### src/design/xrg_pkg.sv
// Package for the xoshiro range generator: constants and the request and
// response structs of the shared multiply and remainder units.
// No dependencies; xrg_mul, xrg_div and the top level refer to it.
`timescale 1ns / 1ps

package xrg_pkg;

  // SplitMix64 increment, also the value forced into an all-zero state.
  localparam logic [63:0] GOLDEN_GAMMA = 64'h9E37_79B9_7F4A_7C15;

  // SplitMix64 finaliser multipliers and shift distances.
  localparam logic [63:0] MIX_MUL_A = 64'hBF58_476D_1CE4_E5B9;
  localparam logic [63:0] MIX_MUL_B = 64'h94D0_49BB_1331_11EB;
  localparam int MIX_SHIFT_A = 30;
  localparam int MIX_SHIFT_B = 27;
  localparam int MIX_SHIFT_C = 31;

  // The multiplier builds the low 64 bits of a 64 x 64 product from three
  // 32 x 32 partial products, one a cycle.
  localparam int MUL_STEPS = 3;
  localparam int MUL_CNT_W = $clog2(MUL_STEPS);

  // The remainder unit retires one dividend bit a cycle.
  localparam int DIV_STEPS = 64;
  localparam int DIV_CNT_W = $clog2(DIV_STEPS);

  typedef struct packed {
    logic        start;
    logic [63:0] a;
    logic [63:0] b;
  } mul_req_t;

  typedef struct packed {
    logic        done;
    logic [63:0] prod;
  } mul_rsp_t;

  typedef struct packed {
    logic        start;
    logic [63:0] dividend;
    logic [32:0] divisor;
  } div_req_t;

  typedef struct packed {
    logic        done;
    logic [31:0] rem;
  } div_rsp_t;

endpackage

### src/design/xrg_if.sv
// Handshake interfaces of the xoshiro range generator: request, result and
// seed write channels. Depends on nothing but the port widths below.
`timescale 1ns / 1ps

// Request channel: one item asks for a raw or a bounded draw.
interface xrg_req_if;
  logic               valid;
  logic               ready;
  logic               op;
  logic signed [31:0] range_min;
  logic signed [31:0] range_max;

  modport source (output valid, output op, output range_min, output range_max,
                  input ready);
  modport sink (input valid, input op, input range_min, input range_max,
                output ready);
endinterface

// Result channel: one item per request.
interface xrg_rsp_if;
  logic               valid;
  logic               ready;
  logic        [63:0] raw_value;
  logic signed [31:0] range_value;

  modport source (output valid, output raw_value, output range_value,
                  input ready);
  modport sink (input valid, input raw_value, input range_value,
                output ready);
endinterface

// Seed write channel.
interface xrg_cfg_if;
  logic        valid;
  logic        ready;
  logic [63:0] seed;

  modport source (output valid, output seed, input ready);
  modport sink (input valid, input seed, output ready);
endinterface

### src/design/xrg_mul.sv
// Shared multiplier: low 64 bits of a 64 x 64 product in three steps
// using one 32 x 32 multiplier. Depends on xrg_pkg.
`timescale 1ns / 1ps

module xrg_mul (
  input  logic              clk_i,
  input  logic              rst_ni,
  input  xrg_pkg::mul_req_t req_i,
  output xrg_pkg::mul_rsp_t rsp_o
);

  logic [63:0]                 a_q, b_q, acc_q, acc_d;
  logic [xrg_pkg::MUL_CNT_W-1:0] cnt_q;
  logic                        busy_q, done_q;
  logic [31:0]                 mx, my;
  logic [63:0]                 part;
  logic                        last_step;

  // Pick the partial product for this step: lo*lo, then lo*hi, then hi*lo.
  always_comb begin
    mx        = (cnt_q == xrg_pkg::MUL_CNT_W'(2)) ? a_q[63:32] : a_q[31:0];
    my        = (cnt_q == xrg_pkg::MUL_CNT_W'(1)) ? b_q[63:32] : b_q[31:0];
    part      = 64'(mx) * 64'(my);
    acc_d     = (cnt_q == '0) ? acc_q + part : acc_q + {part[31:0], 32'd0};
    last_step = (cnt_q == xrg_pkg::MUL_CNT_W'(xrg_pkg::MUL_STEPS - 1));
  end

  // Step control.
  always_ff @(posedge clk_i or negedge rst_ni) begin
    if (!rst_ni) begin
      busy_q <= 1'b0;
      done_q <= 1'b0;
      cnt_q  <= '0;
    end else begin
      done_q <= busy_q && last_step;
      if (req_i.start) begin
        busy_q <= 1'b1;
        cnt_q  <= '0;
      end else if (busy_q) begin
        cnt_q <= cnt_q + 1'b1;
        if (last_step) begin
          busy_q <= 1'b0;
        end
      end
    end
  end

  // Operands and accumulator.
  always_ff @(posedge clk_i) begin
    if (req_i.start) begin
      a_q   <= req_i.a;
      b_q   <= req_i.b;
      acc_q <= '0;
    end else if (busy_q) begin
      acc_q <= acc_d;
    end
  end

  assign rsp_o.done = done_q;
  assign rsp_o.prod = acc_q;

endmodule

### src/design/xrg_div.sv
// Shared remainder unit: 64-bit dividend modulo a 33-bit divisor, restoring
// and one dividend bit a cycle. Depends on xrg_pkg.
`timescale 1ns / 1ps

module xrg_div (
  input  logic              clk_i,
  input  logic              rst_ni,
  input  xrg_pkg::div_req_t req_i,
  output xrg_pkg::div_rsp_t rsp_o
);

  logic [63:0]                   dvd_q;
  logic [32:0]                   dsr_q;
  logic [31:0]                   rem_q;
  logic [xrg_pkg::DIV_CNT_W-1:0] cnt_q;
  logic                          busy_q, done_q;
  logic [32:0]                   trial, diff;
  logic                          fits, last_step;

  // One restoring step: bring in the next dividend bit, subtract if it fits.
  // The partial remainder stays below the divisor, so 32 bits hold it.
  always_comb begin
    trial     = {rem_q, dvd_q[63]};
    fits      = (trial >= dsr_q);
    diff      = trial - dsr_q;
    last_step = (cnt_q == xrg_pkg::DIV_CNT_W'(xrg_pkg::DIV_STEPS - 1));
  end

  // Step control.
  always_ff @(posedge clk_i or negedge rst_ni) begin
    if (!rst_ni) begin
      busy_q <= 1'b0;
      done_q <= 1'b0;
      cnt_q  <= '0;
    end else begin
      done_q <= busy_q && last_step;
      if (req_i.start) begin
        busy_q <= 1'b1;
        cnt_q  <= '0;
      end else if (busy_q) begin
        cnt_q <= cnt_q + 1'b1;
        if (last_step) begin
          busy_q <= 1'b0;
        end
      end
    end
  end

  // Dividend shifter and partial remainder.
  always_ff @(posedge clk_i) begin
    if (req_i.start) begin
      dvd_q <= req_i.dividend;
      dsr_q <= req_i.divisor;
      rem_q <= '0;
    end else if (busy_q) begin
      dvd_q <= {dvd_q[62:0], 1'b0};
      rem_q <= fits ? diff[31:0] : trial[31:0];
    end
  end

  assign rsp_o.done = done_q;
  assign rsp_o.rem  = rem_q;

endmodule

### src/design/xoshiro_range_generator.sv
// Raw draw: ST_DRAW1, ST_DRAW2 and ST_DONE follow the accepted request,
// then the result is registered. Bounded draw: two 64-step passes through
// the bit-serial remainder unit, and each rejected draw repeats the draw.
// Empty bounds: ST_RANGE goes straight to ST_DONE. One item at a time.
// After reset and after every seed write the state words are rebuilt,
// during which neither requests nor seed writes are taken.
`timescale 1ns / 1ps

module xoshiro_range_generator (
  input  logic       clk_i,
  input  logic       rst_ni,
  xrg_cfg_if.sink    cfg_i,
  xrg_req_if.sink    req_i,
  xrg_rsp_if.source  rsp_o
);

  localparam logic [3:0] ST_IDLE      = 4'd0;
  localparam logic [3:0] ST_SEED_ADD  = 4'd1;
  localparam logic [3:0] ST_MIX1      = 4'd2;
  localparam logic [3:0] ST_MIX1_WAIT = 4'd3;
  localparam logic [3:0] ST_MIX2      = 4'd4;
  localparam logic [3:0] ST_MIX2_WAIT = 4'd5;
  localparam logic [3:0] ST_SEED_FIX  = 4'd6;
  localparam logic [3:0] ST_RANGE     = 4'd7;
  localparam logic [3:0] ST_THR       = 4'd8;
  localparam logic [3:0] ST_THR_WAIT  = 4'd9;
  localparam logic [3:0] ST_DRAW1     = 4'd10;
  localparam logic [3:0] ST_DRAW2     = 4'd11;
  localparam logic [3:0] ST_CHECK     = 4'd12;
  localparam logic [3:0] ST_MOD_WAIT  = 4'd13;
  localparam logic [3:0] ST_DONE      = 4'd14;

  logic [3:0]         state_q, state_d;
  logic [63:0]        walk_q;
  logic [1:0]         idx_q;
  logic [63:0]        words_q [4];
  logic               op_q;
  logic [31:0]        lo_q, hi_q;
  logic [32:0]        range_q;
  logic [31:0]        thr_q;
  logic [63:0]        m5_q, v_q;
  logic [31:0]        rv_q;
  logic               out_valid_q;
  logic [63:0]        out_raw_q;
  logic [31:0]        out_rv_q;

  xrg_pkg::mul_req_t  mul_req;
  xrg_pkg::mul_rsp_t  mul_rsp;
  xrg_pkg::div_req_t  div_req;
  xrg_pkg::div_rsp_t  div_rsp;

  logic               cfg_acc, req_acc, out_free, rejected, empty_bounds;
  logic [63:0]        mixed_a, mixed_b, mixed_c, rot7, next_draw;
  logic [63:0]        n0, n1, n2, n3;
  logic [32:0]        span;

  // Handshakes: a seed write wins over a request in the same cycle.
  assign cfg_i.ready = (state_q == ST_IDLE);
  assign req_i.ready = (state_q == ST_IDLE) && !cfg_i.valid;
  assign cfg_acc     = cfg_i.valid && cfg_i.ready;
  assign req_acc     = req_i.valid && req_i.ready;
  assign out_free    = !out_valid_q || rsp_o.ready;

  // SplitMix64 mixing around the shared multiplier.
  always_comb begin
    mixed_a = walk_q ^ (walk_q >> xrg_pkg::MIX_SHIFT_A);
    mixed_b = mul_rsp.prod ^ (mul_rsp.prod >> xrg_pkg::MIX_SHIFT_B);
    mixed_c = mul_rsp.prod ^ (mul_rsp.prod >> xrg_pkg::MIX_SHIFT_C);
    mul_req.start = (state_q == ST_MIX1) || (state_q == ST_MIX2);
    mul_req.a     = (state_q == ST_MIX1) ? mixed_a : mixed_b;
    mul_req.b     = (state_q == ST_MIX1) ? xrg_pkg::MIX_MUL_A : xrg_pkg::MIX_MUL_B;
  end

  // xoshiro256** output scrambler and state transition.
  always_comb begin
    rot7      = {m5_q[56:0], m5_q[63:57]};
    next_draw = {rot7[60:0], 3'd0} + rot7;
    n2 = words_q[2] ^ words_q[0];
    n3 = words_q[3] ^ words_q[1];
    n1 = words_q[1] ^ n2;
    n0 = words_q[0] ^ n3;
  end

  // Bounds, rejection test and remainder requests.
  always_comb begin
    empty_bounds = ($signed(hi_q) <= $signed(lo_q));
    span         = {hi_q[31], hi_q} - {lo_q[31], lo_q} + 33'd1;
    rejected     = (v_q < {32'd0, thr_q});
    div_req.start    = (state_q == ST_THR) || ((state_q == ST_CHECK) && !rejected);
    div_req.dividend = (state_q == ST_THR) ? (64'd0 - {31'd0, range_q}) : v_q;
    div_req.divisor  = range_q;
  end

  // Sequencer.
  always_comb begin
    state_d = state_q;
    unique case (state_q)
      ST_IDLE: begin
        if (cfg_acc) begin
          state_d = ST_SEED_ADD;
        end else if (req_acc) begin
          state_d = req_i.op ? ST_RANGE : ST_DRAW1;
        end
      end
      ST_SEED_ADD:  state_d = ST_MIX1;
      ST_MIX1:      state_d = ST_MIX1_WAIT;
      ST_MIX1_WAIT: if (mul_rsp.done) begin
        state_d = ST_MIX2;
      end
      ST_MIX2:      state_d = ST_MIX2_WAIT;
      ST_MIX2_WAIT: if (mul_rsp.done) begin
        state_d = (idx_q == 2'd3) ? ST_SEED_FIX : ST_SEED_ADD;
      end
      ST_SEED_FIX:  state_d = ST_IDLE;
      ST_RANGE:     state_d = empty_bounds ? ST_DONE : ST_THR;
      ST_THR:       state_d = ST_THR_WAIT;
      ST_THR_WAIT:  if (div_rsp.done) begin
        state_d = ST_DRAW1;
      end
      ST_DRAW1:     state_d = ST_DRAW2;
      ST_DRAW2:     state_d = op_q ? ST_CHECK : ST_DONE;
      ST_CHECK:     state_d = rejected ? ST_DRAW1 : ST_MOD_WAIT;
      ST_MOD_WAIT:  if (div_rsp.done) begin
        state_d = ST_DONE;
      end
      ST_DONE:      if (out_free) begin
        state_d = ST_IDLE;
      end
      default:      state_d = ST_IDLE;
    endcase
  end

  // Control state; reset starts the expansion of seed zero.
  always_ff @(posedge clk_i or negedge rst_ni) begin
    if (!rst_ni) begin
      state_q     <= ST_SEED_ADD;
      walk_q      <= '0;
      idx_q       <= '0;
      out_valid_q <= 1'b0;
    end else begin
      state_q <= state_d;
      if (cfg_acc) begin
        walk_q <= cfg_i.seed;
        idx_q  <= '0;
      end else if (state_q == ST_SEED_ADD) begin
        walk_q <= walk_q + xrg_pkg::GOLDEN_GAMMA;
      end else if ((state_q == ST_MIX2_WAIT) && mul_rsp.done) begin
        idx_q <= idx_q + 2'd1;
      end
      if ((state_q == ST_DONE) && out_free) begin
        out_valid_q <= 1'b1;
      end else if (rsp_o.ready) begin
        out_valid_q <= 1'b0;
      end
    end
  end

  // Generator words.
  always_ff @(posedge clk_i) begin
    if ((state_q == ST_MIX2_WAIT) && mul_rsp.done) begin
      words_q[idx_q] <= mixed_c;
    end else if (state_q == ST_SEED_FIX) begin
      if ((words_q[0] | words_q[1] | words_q[2] | words_q[3]) == 64'd0) begin
        words_q[0] <= xrg_pkg::GOLDEN_GAMMA;
      end
    end else if (state_q == ST_DRAW1) begin
      words_q[0] <= n0;
      words_q[1] <= n1;
      words_q[2] <= n2 ^ {words_q[1][46:0], 17'd0};
      words_q[3] <= {n3[18:0], n3[63:19]};
    end
  end

  // Item payload and working values.
  always_ff @(posedge clk_i) begin
    if (req_acc) begin
      op_q <= req_i.op;
      lo_q <= req_i.range_min;
      hi_q <= req_i.range_max;
    end
    if (state_q == ST_RANGE) begin
      range_q <= span;
      v_q     <= '0;
      rv_q    <= lo_q;
    end
    if ((state_q == ST_THR_WAIT) && div_rsp.done) begin
      thr_q <= div_rsp.rem;
    end
    if (state_q == ST_DRAW1) begin
      m5_q <= {words_q[1][61:0], 2'd0} + words_q[1];
    end
    if (state_q == ST_DRAW2) begin
      v_q  <= next_draw;
      rv_q <= '0;
    end
    if ((state_q == ST_MOD_WAIT) && div_rsp.done) begin
      rv_q <= lo_q + div_rsp.rem;
    end
    if ((state_q == ST_DONE) && out_free) begin
      out_raw_q <= v_q;
      out_rv_q  <= rv_q;
    end
  end

  xrg_mul u_mul (
    .clk_i  (clk_i),
    .rst_ni (rst_ni),
    .req_i  (mul_req),
    .rsp_o  (mul_rsp)
  );

  xrg_div u_div (
    .clk_i  (clk_i),
    .rst_ni (rst_ni),
    .req_i  (div_req),
    .rsp_o  (div_rsp)
  );

  assign rsp_o.valid       = out_valid_q;
  assign rsp_o.raw_value   = out_raw_q;
  assign rsp_o.range_value = $signed(out_rv_q);

endmodule

### src/flat_wrapper.sv
// flat-port wrapper written by rule: the top's interface ports become plain ports
module xoshiro_range_generator_flat 
  (clk_i, rst_ni, cfg_i_valid, cfg_i_seed, cfg_i_ready, req_i_valid, req_i_op, req_i_range_min, req_i_range_max, req_i_ready, rsp_o_valid, rsp_o_raw_value, rsp_o_range_value, rsp_o_ready);
  xrg_cfg_if cfg_i_i ();
  xrg_req_if req_i_i ();
  xrg_rsp_if rsp_o_i ();
  input  logic clk_i;
  input  logic rst_ni;
  input wire logic [$bits(cfg_i_i.valid)-1:0] cfg_i_valid;
  input wire logic [$bits(cfg_i_i.seed)-1:0] cfg_i_seed;
  output wire logic [$bits(cfg_i_i.ready)-1:0] cfg_i_ready;
  input wire logic [$bits(req_i_i.valid)-1:0] req_i_valid;
  input wire logic [$bits(req_i_i.op)-1:0] req_i_op;
  input wire logic [$bits(req_i_i.range_min)-1:0] req_i_range_min;
  input wire logic [$bits(req_i_i.range_max)-1:0] req_i_range_max;
  output wire logic [$bits(req_i_i.ready)-1:0] req_i_ready;
  output wire logic [$bits(rsp_o_i.valid)-1:0] rsp_o_valid;
  output wire logic [$bits(rsp_o_i.raw_value)-1:0] rsp_o_raw_value;
  output wire logic [$bits(rsp_o_i.range_value)-1:0] rsp_o_range_value;
  input wire logic [$bits(rsp_o_i.ready)-1:0] rsp_o_ready;
  assign cfg_i_i.valid = cfg_i_valid;
  assign cfg_i_i.seed = cfg_i_seed;
  assign cfg_i_ready = cfg_i_i.ready;
  assign req_i_i.valid = req_i_valid;
  assign req_i_i.op = req_i_op;
  assign req_i_i.range_min = req_i_range_min;
  assign req_i_i.range_max = req_i_range_max;
  assign req_i_ready = req_i_i.ready;
  assign rsp_o_valid = rsp_o_i.valid;
  assign rsp_o_raw_value = rsp_o_i.raw_value;
  assign rsp_o_range_value = rsp_o_i.range_value;
  assign rsp_o_i.ready = rsp_o_ready;
  xoshiro_range_generator u_core (.clk_i(clk_i), .rst_ni(rst_ni), .cfg_i(cfg_i_i), .req_i(req_i_i), .rsp_o(rsp_o_i));
endmodule
### config.mk
export PLATFORM = sky130hd
export DESIGN_NAME = xoshiro_range_generator_flat
export DESIGN_NICKNAME = d
export VERILOG_FILES = /design/src/design/xrg_pkg.sv /design/src/design/xrg_if.sv /design/src/design/xrg_mul.sv /design/src/design/xrg_div.sv /design/src/design/xoshiro_range_generator.sv /design/src/flat_wrapper.sv
export SDC_FILE = /design/constraint.sdc
export NUM_CORES = 2
export LEC_CHECK = 0
export BUFFER_PORTS_ARGS = -buffer_cell sky130_fd_sc_hd__buf_2
export CAP_MARGIN = 10
export CORE_MARGIN = 2
export CORE_UTILIZATION = 40
export DETAILED_ROUTE_END_ITERATION = 6
export GPL_ROUTABILITY_DRIVEN = 0
export GPL_TIMING_DRIVEN = 0
export PLACE_DENSITY = 0.62
export REMOVE_ABC_BUFFERS = 1
export SYNTH_ARGS = -nofsm -noshare
export SYNTH_HDL_FRONTEND = slang
export SYNTH_SLANG_ARGS = --single-unit
### constraint.sdc
create_clock -name clk_i -period 10.2 [get_ports clk_i]
set_clock_uncertainty 0.05 [all_clocks]
set_input_delay 0.51 -clock clk_i [delete_from_list [all_inputs] [get_ports clk_i]]
set_output_delay 0.51 -clock clk_i [all_outputs]
set_load 0.01 [all_outputs]
==> summary.md <==
| Metric | Value |
|---|---|
| Final Max Tran Viols | `0` |
| CTS buffer count | `approximately 110` |
| Largest net degree at the start of global routing | `around 140` |
| # nets final | `11205` |
| Clock Sink Count | `a little under 1000` |
| Syn avg cell area | `slightly below 10 um^2` |
| Clk buf depth | `3` |
| Top FF cell, synth | `edfxtp_1` |
| Share of cells above drive strength 1 | `14.8%` |
| First-pass GRT wire length | `449000 um` |
| Slew HR | `between 10% and 20%` |
| Final Cycle Share | `107%` |
| Synth cell types | `about 100` |
| H-tree level count | `3` |
| Port Buffers | `about 230` |
| DP HPWL | `around 240000 um` |
| Worst slack at placement | `-2.79 ns` |
| Critical path required time | `~11 ns` |
| Number of global-route vias before repair | `between 70000 and 80000` |
| CP peak stage delay | `approximately 0.57 ns` |
| Total GRT Usage | `between 20% and 30%` |
| Worst Hold Class | `input port to flip-flop` |
| Initial DRC Count | `7910` |
| Crit. End Element | `flip-flop` |
| DIE WIDTH | `477 um` |
| Die Ht | `477 um` |
| Hold Fails Final Rpt | `0` |
| Most used cell, CP | `fa_1` |
| Vias per std cell | `about 5.7` |
| Max Freq | `92.1 MHz` |
| Async SR Flop Fraction | `around 8.4%` |
| Clock period minus worst slack | `10.86 ns` |
| Outcome | `complete, but fails checks` |
| Root Driver | `clkbuf_16` |
| Area Overhead vs Synth | `17.1%` |
| Setup crit start kind | `flip-flop` |
| # IOs | `233` |
| Clk slew on worst S/H paths | `approximately 0.070 ns` |
| Initial antenna violation count | `11` |
| RSZ-0062 raised after global routing | `true` |
| Worst setup startpoint | `u_core.u_mul.cnt_q[0]$_DFFE_PN0P_` |
| DR pass1 iterations | `7` |
| Die area | `228000 um^2` |
| Via count | `71701` |
| GRT overflow | `0` |
| Drt drc | `7` |
| Post-Route WL | `approximately 310000 um` |
| Setup Viol. Count Final | `23` |
| Rows | `roughly 170` |
| Synth Cell Area | `89700 um^2` |
| Crit path max fanout | `7` |
| Placed Cells incl. Taps | `approximately 12000` |
| Initial core utilization | `40.3%` |
| MaxCap Viol Count | `0` |
| Slew at the pin with the worst max-slew slack | `about 1.3 ns` |
| Slowest stage cell, crit path | `fa_1` |
| CTS tree | `done` |
| Drt wl/cell | `24.3 um` |
| Critical path class | `flip-flop to flip-flop` |
| Remaining antenna violation count | `0` |
| Core box area | `about 220000 um^2` |
| Worst Path Arrival | `11.48 ns` |
| FF+latch count, synth | `slightly below 1000` |
| Setup slack after layout | `-0.663 ns` |
| Worst Hold Margin | `0.0645 ns` |
| YS warnings | `0` |
| Worst r2r src | `u_core.u_mul.cnt_q[0]$_DFFE_PN0P_` |
| Final Non-Filler Cells | `between 10000 and 15000` |
| Post-synthesis sequential area ratio | `between 30% and 40%` |
| Skew-Pair Late Insertion Delay | `between 0.7 and 0.8 ns` |
| Hold Path Origin | `cfg_i_seed[56]` |
| Post-synth EDFFs | `about 800` |
| Failing checks | `design-rule violations, negative setup slack` |
| Cells after Synth | `between 9000 and 10000` |
==> metrics by stage <==
stage          setup TNS (ns)  util (%)  cell area (um^2)
3_5_place_dp           -74.24      42.5             94700
5_1_grt                -16.00      47.2            105000
3_3_place_gp         -3506.93      41.9             93300
4_1_cts                 -5.49      46.6            104000
2_1_floorplan         -164.90         -             88400
6_report                -7.79      47.2            105000
==> per-layer routing <==
layer	part of all wire, %	global-route usage, %	vias up
li1	-	-	31703
met3	9.6	4.76	849
met2	44	39.4	3885
met4	6.8	14.5	6
met5	0.014	0	-
met1	40	35.0	35258
==> synthesized netlist by cell type (all sizes together) (53+ instances only) <==
cell type	count	area share, %
fa	852	19
nor2b	76	0.53
edfxtp	805	27
clkbuf	252	1.1
ha	711	9.9
a31oi	77	0.57
dfrtp	82	2.3
buf	53	0.29
a21oi	596	3.3
nor2	646	2.7
nor3	84	0.47
a211oi	77	0.66
and3	78	0.55
nand2b	76	0.53
a21o	219	1.8
xnor2	532	5.2
inv	1199	5.0
o21bai	70	0.59
xor2	336	3.3
nand3	141	0.79
nand2	719	3.0
o21ai	556	3.1
nand4	85	0.59
dfxtp	96	2.1
nor4	99	0.70
==> sequential cells by signal (all words and copies together), names as in the netlist, 4 cells and up <==
signal                    count
u_core.hi_q                  32
u_core.lo_q                  32
u_core.m5_q                  64
u_core.range_q               33
u_core.rsp_o.range_value     32
u_core.rsp_o.raw_value       64
u_core.rv_q                  32
u_core.state_q                4
u_core.thr_q                 32
u_core.u_div.cnt_q            6
u_core.u_div.dsr_q           33
u_core.u_div.dvd_q           64
u_core.u_div.rem_q           32
u_core.u_mul.a_q             64
u_core.u_mul.acc_q           64
u_core.v_q                   64
u_core.walk_q                64
u_core.words_q              256
==> layout by cell type (no fill, tap or decap), drive strengths merged, types with 12 or more instances in the layout <==
cell / n
bufinv: 12
o21a: 52
a211oi: 77
nand4: 85
inv: 1184
xnor2: 532
a21o: 219
nand3: 141
o22ai: 37
buf: 548
clkbuf: 128
o211ai: 15
clkinvlp: 29
a21oi: 596
nor4: 99
o31ai: 29
or3: 31
dfrtp: 82
nor3: 84
mux2: 44
edfxtp: 805
nor2: 646
mux2i: 37
and2: 29
o21bai: 70
o21ai: 556
nand2: 719
nor2b: 76
clkinv: 47
a31oi: 77
or2: 35
dlygate4sd3: 112
ha: 711
a21boi: 14
xor2: 336
a211o: 17
fa: 852
dfxtp: 96
nand2b: 76
and3: 78
==> layout make-up <==
class	instances	area (um^2)
clock inverters	73	827
diodes	4	10.0
multi-input cells	6549	59100
inverters	1199	4600
flip-flops and latches	984	28200
clock buffers	127	2750
repair buffers	668	5860
well taps	2975	3720
fillers	20328	117000
==> critical path, delay by kind of cell (launching register included) <==
kind                       cells  cell delay (ns)
muxes                          1             0.42
buffers and inverters         10             1.04
xor gates and xnor gates       2             0.44
AOI/OAI and AO/OA             12             2.42
adders and majority gates     11             4.98
DFF                            1             0.41
and+or+nand+nor                7             0.99
==> path summary, 6_finish.rpt <==
check / end / slack [ns] / depth (start not counted)
min in group asynchronous: u_core.walk_q[43]$_DFFE_PN0P_ / 0.23 / 2
max in group asynchronous: u_core.state_q[0]$_DFFE_PN1P_ / 9.11 / 3
max: u_core.u_mul.acc_q[63]$_SDFFE_PP0P_ / -0.66 / 43
min reg2reg: u_core.rsp_o.range_value[31]$_DFFE_PP_ / 0.36 / 0
min: u_core.walk_q[56]$_DFFE_PN0P_ / 0.06 / 3
max reg2reg: u_core.u_mul.acc_q[63]$_SDFFE_PP0P_ / -0.66 / 43
==> cell families after synthesis <==
kind of cell | count (synthesis) | share of synthesized area (%)
AO/OA/AOI/OAI | 1887 | 12.8
multiplexers | 81 | 0.966
XOR/XNOR | 868 | 8.48
flip-flops | 984 | 31.4
buffers and inverters | 1504 | 6.39
AND/OR/NAND/NOR | 2150 | 11.0
adder cells (fa/ha/maj) | 1563 | 28.9
==> what timing repair did <==
action,in CTS,in global routing
hold endpoints to repair,141,0
setup buffers,202,62
resized for setup,612,249
pin swaps,243,170
endpoints found under the setup margin,47,41
gates cloned,11,0
hold buffers,112,0
Power is left out: the tool's default activity adds up to more than one toggle a clock period on the data nets, which glitch-free logic cannot reach.
